## src/hw/rtl/rgbgs_pkg.sv

```systemverilog
package rgbgs_pkg;

    localparam int CHAN_W    = 8;
    localparam int GAIN_W    = 16;
    localparam int PB_W      = 3;
    localparam int NUM_CH    = 3;
    localparam int PROD_W    = CHAN_W + GAIN_W;
    localparam int REM_W     = 2 * CHAN_W;
    localparam int DIV_STEPS = CHAN_W;

    localparam int ADDR_W = 3;
    localparam int DATA_W = 32;

    localparam logic [CHAN_W-1:0] CHAN_MAX   = CHAN_W'(255);
    localparam logic [GAIN_W-1:0] GAIN_RESET = GAIN_W'(256);
    localparam logic [PB_W-1:0]   PB_RESET   = PB_W'(3);
    localparam logic [PB_W-1:0]   RGB_BYTES  = PB_W'(3);
    // largest product that still fits a channel: 255 * 256
    localparam logic [PROD_W-1:0] NORM_LIMIT = PROD_W'(255 * 256);

    typedef enum logic
    {
        REG_GAIN   = 1'b0,
        REG_PBYTES = 1'b1
    } reg_idx_t;

    typedef struct packed
    {
        logic [REM_W-1:0]  rem;
        logic [CHAN_W-1:0] quo;
        logic [CHAN_W-1:0] res;
    } lane_t;

    typedef struct packed
    {
        logic                     last;
        logic                     norm;
        logic [CHAN_W-1:0]        den;
        lane_t [NUM_CH-1:0]       lane;
    } stage_t;

endpackage

```

## src/hw/rtl/rgbgs_in_if.sv

```systemverilog
interface rgbgs_in_if import rgbgs_pkg::*; ();

    logic              valid;
    logic              ready;
    logic [CHAN_W-1:0] red_in;
    logic [CHAN_W-1:0] green_in;
    logic [CHAN_W-1:0] blue_in;
    logic              last_in;

    modport source (output valid, output red_in, output green_in, output blue_in,
                    output last_in, input ready);
    modport sink   (input valid, input red_in, input green_in, input blue_in,
                    input last_in, output ready);

endinterface

```

## src/hw/rtl/rgbgs_out_if.sv

```systemverilog
interface rgbgs_out_if import rgbgs_pkg::*; ();

    logic              valid;
    logic              ready;
    logic [CHAN_W-1:0] red_out;
    logic [CHAN_W-1:0] green_out;
    logic [CHAN_W-1:0] blue_out;
    logic              last_out;

    modport source (output valid, output red_out, output green_out, output blue_out,
                    output last_out, input ready);
    modport sink   (input valid, input red_out, input green_out, input blue_out,
                    input last_out, output ready);

endinterface

```

## src/hw/rtl/rgb_gamma_scale_normalize.sv

```systemverilog
// Pipeline: an accepted request passes 1 multiply stage, 1 select stage and
//   8 restoring-division stages, one quotient bit each, in that order.
// Throughput: one pixel per cycle; a stall at the output freezes the whole pipe.
// Reset (rst_n low, async): pipeline valid bits clear, gain returns to 1.0
//   (256), bytes per pixel to 3. Data registers are not reset.
module rgb_gamma_scale_normalize import rgbgs_pkg::*;
(
    input  logic              clk,
    input  logic              rst_n,
    rgbgs_in_if.sink          pix_in,
    rgbgs_out_if.source       pix_out,
    input  logic              psel,
    input  logic              penable,
    input  logic              pwrite,
    input  logic [ADDR_W-1:0] paddr,
    input  logic [DATA_W-1:0] pwdata,
    output logic [DATA_W-1:0] prdata,
    output logic              pready
);

    // ------------------------------------------------------------------
    // Configuration registers
    // ------------------------------------------------------------------
    logic [GAIN_W-1:0] gain_reg, gain_next;
    logic [PB_W-1:0]   pb_reg, pb_next;
    reg_idx_t          cfg_idx;
    logic              cfg_wr;

    // registers sit at byte addresses 0 and 4; bit 2 picks one
    assign cfg_idx = reg_idx_t'(paddr[2]);
    assign cfg_wr  = psel && penable && pwrite;
    assign pready  = 1'b1;

    always_comb
    begin
        gain_next = gain_reg;
        pb_next   = pb_reg;
        if (cfg_wr)
        begin
            case (cfg_idx)
                REG_GAIN:   gain_next = pwdata[GAIN_W-1:0];
                REG_PBYTES: pb_next   = pwdata[PB_W-1:0];
                default:    ;
            endcase
        end
    end

    always_comb
    begin
        case (cfg_idx)
            REG_GAIN:   prdata = DATA_W'(gain_reg);
            REG_PBYTES: prdata = DATA_W'(pb_reg);
            default:    prdata = '0;
        endcase
    end

    always_ff @(posedge clk or negedge rst_n)
    begin
        if (!rst_n)
        begin
            gain_reg <= GAIN_RESET;
            pb_reg   <= PB_RESET;
        end
        else
        begin
            gain_reg <= gain_next;
            pb_reg   <= pb_next;
        end
    end

    // ------------------------------------------------------------------
    // Pipeline advance: every stage moves together unless the result in
    // the output register is held by the consumer.
    // ------------------------------------------------------------------
    logic en;

    assign en           = !pix_out.valid || pix_out.ready;
    assign pix_in.ready = en;

    // ------------------------------------------------------------------
    // Stage 0: gain multiply and channel maximum
    // ------------------------------------------------------------------
    logic [CHAN_W-1:0] chan_in [NUM_CH];
    logic [CHAN_W-1:0] cmax_in;

    logic              m_vld_reg;
    logic [PROD_W-1:0] m_prod_reg [NUM_CH];
    logic [CHAN_W-1:0] m_chan_reg [NUM_CH];
    logic [CHAN_W-1:0] m_cmax_reg;
    logic              m_pass_reg;
    logic              m_last_reg;

    always_comb
    begin
        chan_in[0] = pix_in.red_in;
        chan_in[1] = pix_in.green_in;
        chan_in[2] = pix_in.blue_in;
        cmax_in    = chan_in[0];
        if (chan_in[1] > cmax_in)
        begin
            cmax_in = chan_in[1];
        end
        if (chan_in[2] > cmax_in)
        begin
            cmax_in = chan_in[2];
        end
    end

    always_ff @(posedge clk or negedge rst_n)
    begin
        if (!rst_n)
        begin
            m_vld_reg <= 1'b0;
        end
        else if (en)
        begin
            m_vld_reg <= pix_in.valid;
        end
    end

    always_ff @(posedge clk)
    begin
        if (en)
        begin
            for (int k = 0; k < NUM_CH; k++)
            begin
                m_prod_reg[k] <= PROD_W'(chan_in[k]) * PROD_W'(gain_reg);
                m_chan_reg[k] <= chan_in[k];
            end
            m_cmax_reg <= cmax_in;
            // fewer than three bytes per pixel: pass the pixel through
            m_pass_reg <= (pb_reg < RGB_BYTES);
            m_last_reg <= pix_in.last_in;
        end
    end

    // ------------------------------------------------------------------
    // Stage 1: decide on normalization, form dividends c*255 and the
    // plain scaled result
    // ------------------------------------------------------------------
    stage_t sel_next;
    logic   over;

    always_comb
    begin
        // the largest product exceeds the limit iff any product does
        over = 1'b0;
        for (int k = 0; k < NUM_CH; k++)
        begin
            over = over || (m_prod_reg[k] > NORM_LIMIT);
        end
        sel_next.last = m_last_reg;
        sel_next.norm = over && !m_pass_reg;
        sel_next.den  = m_cmax_reg;
        for (int k = 0; k < NUM_CH; k++)
        begin
            sel_next.lane[k].rem = {m_chan_reg[k], CHAN_W'(0)} - REM_W'(m_chan_reg[k]);
            sel_next.lane[k].quo = '0;
            // without normalization every product is at most 255*256
            sel_next.lane[k].res = m_pass_reg ? m_chan_reg[k]
                                              : m_prod_reg[k][2*CHAN_W-1:CHAN_W];
        end
    end

    // ------------------------------------------------------------------
    // Stages 2..9: restoring division c*255 / cmax, one quotient bit per
    // stage, most significant first. The quotient never exceeds 255 since
    // c <= cmax. The last stage also picks the final channel value.
    // ------------------------------------------------------------------
    logic   st_vld_reg [DIV_STEPS+1];
    stage_t st_reg     [DIV_STEPS+1];
    stage_t div_next   [DIV_STEPS];

    always_comb
    begin
        logic [REM_W-1:0] trial;
        for (int s = 0; s < DIV_STEPS; s++)
        begin
            div_next[s] = st_reg[s];
            for (int k = 0; k < NUM_CH; k++)
            begin
                trial = REM_W'(st_reg[s].den) << (DIV_STEPS - 1 - s);
                if (st_reg[s].lane[k].rem >= trial)
                begin
                    div_next[s].lane[k].rem = st_reg[s].lane[k].rem - trial;
                    div_next[s].lane[k].quo[DIV_STEPS-1-s] = 1'b1;
                end
                if ((s == DIV_STEPS - 1) && st_reg[s].norm)
                begin
                    div_next[s].lane[k].res = div_next[s].lane[k].quo;
                end
            end
        end
    end

    always_ff @(posedge clk or negedge rst_n)
    begin
        if (!rst_n)
        begin
            for (int s = 0; s <= DIV_STEPS; s++)
            begin
                st_vld_reg[s] <= 1'b0;
            end
        end
        else if (en)
        begin
            st_vld_reg[0] <= m_vld_reg;
            for (int s = 0; s < DIV_STEPS; s++)
            begin
                st_vld_reg[s+1] <= st_vld_reg[s];
            end
        end
    end

    always_ff @(posedge clk)
    begin
        if (en)
        begin
            st_reg[0] <= sel_next;
            for (int s = 0; s < DIV_STEPS; s++)
            begin
                st_reg[s+1] <= div_next[s];
            end
        end
    end

    // ------------------------------------------------------------------
    // Result: the last division stage is the output register
    // ------------------------------------------------------------------
    assign pix_out.valid     = st_vld_reg[DIV_STEPS];
    assign pix_out.red_out   = st_reg[DIV_STEPS].lane[0].res;
    assign pix_out.green_out = st_reg[DIV_STEPS].lane[1].res;
    assign pix_out.blue_out  = st_reg[DIV_STEPS].lane[2].res;
    assign pix_out.last_out  = st_reg[DIV_STEPS].last;

    // ------------------------------------------------------------------
    // Assertions
    // ------------------------------------------------------------------
    // normalization only happens with a nonzero largest channel
    a_norm_den: assert property (@(posedge clk) disable iff (!rst_n)
        (pix_out.valid && st_reg[DIV_STEPS].norm) |-> (st_reg[DIV_STEPS].den != '0))
        else $error("normalized pixel with zero channel maximum");

    // finished division leaves every remainder below the divisor
    a_div_rem: assert property (@(posedge clk) disable iff (!rst_n)
        (pix_out.valid && st_reg[DIV_STEPS].norm) |->
        ((st_reg[DIV_STEPS].lane[0].rem < REM_W'(st_reg[DIV_STEPS].den)) &&
         (st_reg[DIV_STEPS].lane[1].rem < REM_W'(st_reg[DIV_STEPS].den)) &&
         (st_reg[DIV_STEPS].lane[2].rem < REM_W'(st_reg[DIV_STEPS].den))))
        else $error("division remainder not below divisor");

    // a normalized pixel has its largest channel at full scale
    a_norm_peak: assert property (@(posedge clk) disable iff (!rst_n)
        (pix_out.valid && st_reg[DIV_STEPS].norm) |->
        ((pix_out.red_out == CHAN_MAX) || (pix_out.green_out == CHAN_MAX) ||
         (pix_out.blue_out == CHAN_MAX)))
        else $error("normalized pixel without a full-scale channel");

endmodule

```

## src/flat_wrapper.sv

```systemverilog
// flat-port wrapper written by rule: the top's interface ports become plain ports
module rgb_gamma_scale_normalize_flat import rgbgs_pkg::*;
  (clk, rst_n, psel, penable, pwrite, paddr, pwdata, prdata, pready, pix_in_valid, pix_in_red_in, pix_in_green_in, pix_in_blue_in, pix_in_last_in, pix_in_ready, pix_out_valid, pix_out_red_out, pix_out_green_out, pix_out_blue_out, pix_out_last_out, pix_out_ready);
  rgbgs_in_if pix_in_i ();
  rgbgs_out_if pix_out_i ();
  input  logic clk;
  input  logic rst_n;
  input  logic psel;
  input  logic penable;
  input  logic pwrite;
  input  logic [ADDR_W-1:0] paddr;
  input  logic [DATA_W-1:0] pwdata;
  output logic [DATA_W-1:0] prdata;
  output logic pready;
  input wire logic [$bits(pix_in_i.valid)-1:0] pix_in_valid;
  input wire logic [$bits(pix_in_i.red_in)-1:0] pix_in_red_in;
  input wire logic [$bits(pix_in_i.green_in)-1:0] pix_in_green_in;
  input wire logic [$bits(pix_in_i.blue_in)-1:0] pix_in_blue_in;
  input wire logic [$bits(pix_in_i.last_in)-1:0] pix_in_last_in;
  output wire logic [$bits(pix_in_i.ready)-1:0] pix_in_ready;
  output wire logic [$bits(pix_out_i.valid)-1:0] pix_out_valid;
  output wire logic [$bits(pix_out_i.red_out)-1:0] pix_out_red_out;
  output wire logic [$bits(pix_out_i.green_out)-1:0] pix_out_green_out;
  output wire logic [$bits(pix_out_i.blue_out)-1:0] pix_out_blue_out;
  output wire logic [$bits(pix_out_i.last_out)-1:0] pix_out_last_out;
  input wire logic [$bits(pix_out_i.ready)-1:0] pix_out_ready;
  assign pix_in_i.valid = pix_in_valid;
  assign pix_in_i.red_in = pix_in_red_in;
  assign pix_in_i.green_in = pix_in_green_in;
  assign pix_in_i.blue_in = pix_in_blue_in;
  assign pix_in_i.last_in = pix_in_last_in;
  assign pix_in_ready = pix_in_i.ready;
  assign pix_out_valid = pix_out_i.valid;
  assign pix_out_red_out = pix_out_i.red_out;
  assign pix_out_green_out = pix_out_i.green_out;
  assign pix_out_blue_out = pix_out_i.blue_out;
  assign pix_out_last_out = pix_out_i.last_out;
  assign pix_out_i.ready = pix_out_ready;
  rgb_gamma_scale_normalize u_core (.clk(clk), .rst_n(rst_n), .pix_in(pix_in_i), .pix_out(pix_out_i), .psel(psel), .penable(penable), .pwrite(pwrite), .paddr(paddr), .pwdata(pwdata), .prdata(prdata), .pready(pready));
endmodule
```

## config.mk

```make
export PLATFORM = sky130hd
export DESIGN_NAME = rgb_gamma_scale_normalize_flat
export DESIGN_NICKNAME = d
export VERILOG_FILES = /design/src/hw/rtl/rgbgs_pkg.sv /design/src/hw/rtl/rgbgs_in_if.sv /design/src/hw/rtl/rgbgs_out_if.sv /design/src/hw/rtl/rgb_gamma_scale_normalize.sv /design/src/flat_wrapper.sv
export SDC_FILE = /design/constraint.sdc
export NUM_CORES = 2
export LEC_CHECK = 0
export ABC_AREA = 1
export BUFFER_PORTS_ARGS = -buffer_cell sky130_fd_sc_hd__buf_4
export CAP_MARGIN = 25
export CORE_MARGIN = 2
export CORE_UTILIZATION = 55
export CTS_CLUSTER_DIAMETER = 120
export CTS_CLUSTER_SIZE = 16
export DETAILED_ROUTE_END_ITERATION = 10
export PLACE_DENSITY_LB_ADDON = 0.25
export SLEW_MARGIN = 5
export SYNTH_ARGS = -nofsm -noshare
export SYNTH_HDL_FRONTEND = slang
export SYNTH_SLANG_ARGS = --single-unit
```

## constraint.sdc

```tcl
create_clock -name clk -period 98.7 [get_ports clk]
set_input_delay 19.74 -clock clk [delete_from_list [all_inputs] [get_ports clk]]
set_output_delay 19.74 -clock clk [all_outputs]
set_load 0.01 [all_outputs]
```

# After elaboration in Yosys (flattened, before gate mapping)
# Memories as Yosys holds them, arrays and structs flattened.
# Cells that the tools add are included.
[word_totals]
out_inout_bits = 60
in_bits = 67
n_memories = 3
mem_bits_rw = 1050
wordCells = 145
reg_bits = 39
[mem_list]
columns = ["name", "words", "word_bits", "rd", "rd_clocked_by_memory_dff", "wr", "line", "text"]
rows = [
  ["u_core.st_reg", 9, 106, 9, 0, 9, "rgb_gamma_scale_normalize.sv:171", "stage_t st_reg [DIV_STEPS+1];"],
  ["u_core.m_prod_reg", 3, 24, 3, 0, 3, "rgb_gamma_scale_normalize.sv:87", "logic [PROD_W-1:0] m_prod_reg [NUM_CH];"],
  ["u_core.m_chan_reg", 3, 8, 3, 0, 3, "rgb_gamma_scale_normalize.sv:88", "logic [CHAN_W-1:0] m_chan_reg [NUM_CH];"],
]
[op_classes]
n_lt_le_gt_ge = 30
mux = 56
n_bitwise = 1
n_reduce_logical = 10
n_mul = 3
addsub = 27
[ops]
columns = ["op", "n"]
rows = [
  ["16-bit two-way mux", 21],
  ["16-bit by 8-bit subtractor with 16-bit output", 6],
  ["24-bit by 16-bit > comparator with 1-bit output (second input constant)", 3],
  ["8-bit by 16-bit multiplier with 24-bit output", 3],
  ["8-bit two-way mux", 8],
  ["32-bit case mux with 2 select lines", 1],
  ["17-bit two-way mux", 3],
  ["16-bit by 10-bit >= comparator with 1-bit output", 3],
  ["16-bit by 11-bit >= comparator with 1-bit output", 3],
  ["16-bit by 12-bit >= comparator with 1-bit output", 3],
  ["16-bit by 13-bit >= comparator with 1-bit output", 3],
  ["16-bit by 14-bit >= comparator with 1-bit output", 3],
  ["16-bit by 15-bit >= comparator with 1-bit output", 3],
  ["16-bit by 8-bit >= comparator with 1-bit output", 3],
  ["16-bit by 9-bit >= comparator with 1-bit output", 3],
  ["16-bit by 10-bit subtractor with 16-bit output", 3],
  ["16-bit by 11-bit subtractor with 16-bit output", 3],
  ["16-bit by 12-bit subtractor with 16-bit output", 3],
  ["16-bit by 13-bit subtractor with 16-bit output", 3],
  ["16-bit by 14-bit subtractor with 16-bit output", 3],
  ["16-bit by 15-bit subtractor with 16-bit output", 3],
  ["16-bit by 9-bit subtractor with 16-bit output", 3],
  ["1-bit two-way mux", 23],
  ["8-bit > comparator", 2],
  ["6 further kinds", 12],
]

# Depth between registers and ports, before layout
# An unclocked memory read counts as a cell.
[depth]
depth_word = 5
depth_mapped = 24
mapped_depth_nobuf = 23

# Worst setup path after synthesis
# Ideal clock, no wire load.
[synth_timing]
kind = "input port to output port"
start = "input port pix_out_ready"
end = "output port pix_in_ready"
t_required_ps = 78960
path_buffers = 1
arrival_ps = 43563
stages = 3
setup_slack_ps = 35397
path_cell_list = "inv_1 > nand2_1 > clkbuf_1"
[synth_between]
elab_chain_cells = 1
[synth_rtl]
columns = ["element", "line", "text"]
rows = [
  ["from (decl)", "flat_wrapper.sv:26", "input wire logic [$bits(pix_out_i.ready)-1:0] pix_out_ready;"],
  ["1-bit logical OR", "rgb_gamma_scale_normalize.sv:77", "assign en = !pix_out.valid || pix_out.ready;"],
  ["to (decl)", "flat_wrapper.sv:20", "output wire logic [$bits(pix_in_i.ready)-1:0] pix_in_ready;"],
]
# Every way passes these cells.

# Worst setup path in the final report
# Same ends and word-level chain as after synthesis.

==> results.md <==
* Outcome: complete, but fails checks
* Violations in the final reports: design-rule violations
* Number of clock buffers inserted by TritonCTS at 66
* Via count normalized by instance count at 5.06
* Required time worst endpoint at 78.96 ns
* Overall via count from detail_route at 40400
* Setup repair after global routing missed its margin: no
* Core ar. at 105000 um^2
* First-pass iteration count of the detailed router at 11
* CTS tree: yes
* Worst skew pair latency at 0.66 ns
* Detailed Place HPWL at 97100 um
* Area leader, netlist: edfxtp_1
* Quantity of hold-fixing buffers added after cts at 0
* Main synth FF type: edfxtp_1
* Worst clock skew at roughly 0.03 ns
* Pin slew with the least headroom to its limit at 1.20 ns
* Number of violations reported at the end of detailed-routing iteration 0 at 2100
* Cell Area, Synth at 58500 um^2
* Hold WC Path Type: flop to flop
* Post-synth cell types at 50
* Port Buf Inserts at 91
* Global router's overall resource usage at 23.8%
* Via count of the first global-routing pass at ~40000
* Post CTS Setup Buffer Count at 0
* Max Fclk at 24.9 MHz
* Crit share post-route at 40.6%
* Maximum number of pins on one net before global-route repair at 200
* Final-report setup violation count at 0
* Wire length of the first global-routing pass at 205000 um
* Max clock buf depth at 3
* Arrival time reported for the critical path endpoint at 20.38 ns
* Resized Gates After CTS at 0
* Layout Area Growth over Synthesis at 6.39%
* Leading cell type in the layout, fill and taps excluded: nand2_1
* Sequential area share after synthesis at 45.9%
* RD Place Congestion at 0.920
* Maximum fanout encountered on the critical timing path at 4
* Chip Width at 330 um
* Floorplan row count at 119
* Post-synthesis average cell area at 8.93 um^2
* Largest register FFs at about 770
* Final ANT Viol Nets at 0
* Startpoint class of the critical path: primary input
* Filler Cells Inserted at 9176
* Gr ovfl total at 0
* Flops & latches, synth at 900
* Cell types with the largest area share after synthesis: edfxtp_1 45%, nand2_1 12%, fa_1 9.3%
* Layout cell share with drive strength beyond 1 at 4.88%
* Final Max Tran Viols at 0
* Number of top-level design ports at 127
* Reg clk slew, reported paths at roughly 0.07 ns
* DRC viols at 5
* Worst Path Class, Setup: primary input to primary output
* Setup TNS after final layout at 0 ns
* Number of flops mapped to enable cells by yosys at between 800 and 900
* Share of synthesized flip-flops with an asynchronous set or reset at 3.22%
* Die Y at 330 um
* Number of antenna violations at the first check in global routing at 2
* Aggregate routed wire length at approximately 130000 um
* Hold Vio Cnt, Final at 0
* Wire length per cell at 15.8 um
* CTS root buf: clkbuf_16
* Crit. End Element: primary output
* Number of nets in the finished design at approximately 7300
* Shortest clock period the worst path allows after layout at 40.12 ns
* Number of warnings reported in the yosys synthesis log at 0
* Commonest cells after routing, fill and taps aside: 1908 x nand2_1, 1300 x inv_1, 871 x edfxtp_1
* Headroom to the max-slew limit at approximately 20%
* Maximum level of the CTS H-tree at 3
* Area share of the largest cell type after synthesis at between 40% and 50%
* Max-cap violations at 0
* Starting utilization of the core area at ~56%
* Number of clock sinks at 900
* Cell count after synthesis at 6552
* Die ar. at 109000 um^2
## cells in the mapped netlist (12+ instances only)
master / count
nand2_1: 1909
inv_1: 1300
edfxtp_1: 871
nor2_1: 479
ha_1: 343
nand3_1: 324
fa_1: 273
a21oi_1: 229
o21ai_0: 121
clkbuf_1: 109
xor2_1: 77
nand4_1: 74
xnor2_1: 65
buf_4: 47
nor3_1: 47
dfrtp_1: 26
o21ai_2: 26
nand2_2: 23
nand3b_1: 23
o21bai_1: 20
o21ai_1: 19
a21oi_2: 18
nand3_2: 12
## cell families after synthesis
logic type	after synthesis	synth area share (%)
compound gates	460	4.44
buf+inv	1481	9.96
simple gates	2943	20.7
xor+xnor	142	2.13
flops	900	45.9
mux	8	0.154
fa+ha+maj	616	16.7
other cells	2	0.0128
## final timing paths
path / from / end / slack (ns) / depth (start not counted)
max reg2reg: u_core.gain_reg[8] / u_core.m_prod_reg[0][65] / 94.00 / 17
max in group asynchronous: rst_n / u_core.pb_reg[1] / 79.33 / 1
min in group asynchronous: rst_n / u_core.gain_reg[14] / 19.02 / 1
min: u_core.st_reg[0][276] / u_core.st_reg[0][382] / 0.40 / 0
min reg2reg: u_core.st_reg[0][276] / u_core.st_reg[0][382] / 0.40 / 0
max: pix_out_ready / pix_in_ready / 58.58 / 4
## area by class of cell
cell class	count	area (um^2)	share of cell area (%)
Timing Repair Buffer	119	1010	1.62
Sequential cell	900	26900	43.2
Tap cell	1391	1740	2.80
Antenna cell	1	2.50	0.00402
Clock buffer	74	1710	2.75
Multi-Input combinational cell	4186	25900	41.6
Clock inverter	8	135	0.217
Inverter	1305	4900	7.87
## per-layer routing
metal | track usage (%) | vias to the layer above | share of wire (%)
met3 | 2.46 | 279 | 3.2
met4 | 11.4 | 0 | 5.1
li1 | - | 20600 | -
met1 | 27.0 | 18700 | 39
met5 | 0 | - | 0
met2 | 44.5 | 761 | 52
## worst max-delay path, cell delays in order
cell and delay, ns:
buf_4 0.10, inv_1 0.08, nand2_4 0.18, buf_4 0.23
## metrics by stage
step / util, % / hold slack (ns) / cell area, um^2 / setup slack [ns] / cells
after floorplan: - / 0.400 / 58600 / 35.40 / 6567
after global placement: 57.2 / 0.400 / 60300 / 58.56 / 7897
after detailed placement: 57.3 / 0.405 / 60400 / 58.56 / 7899
after CTS: 59.0 / 0.397 / 62200 / 58.56 / 7981
after global routing: 59.1 / 0.409 / 62300 / 58.56 / 7984
final: 59.1 / 0.398 / 62300 / 58.58 / 7984
Power is not shown: default switching activity piles up to over one toggle a cycle in this logic, so the estimate is an artifact.
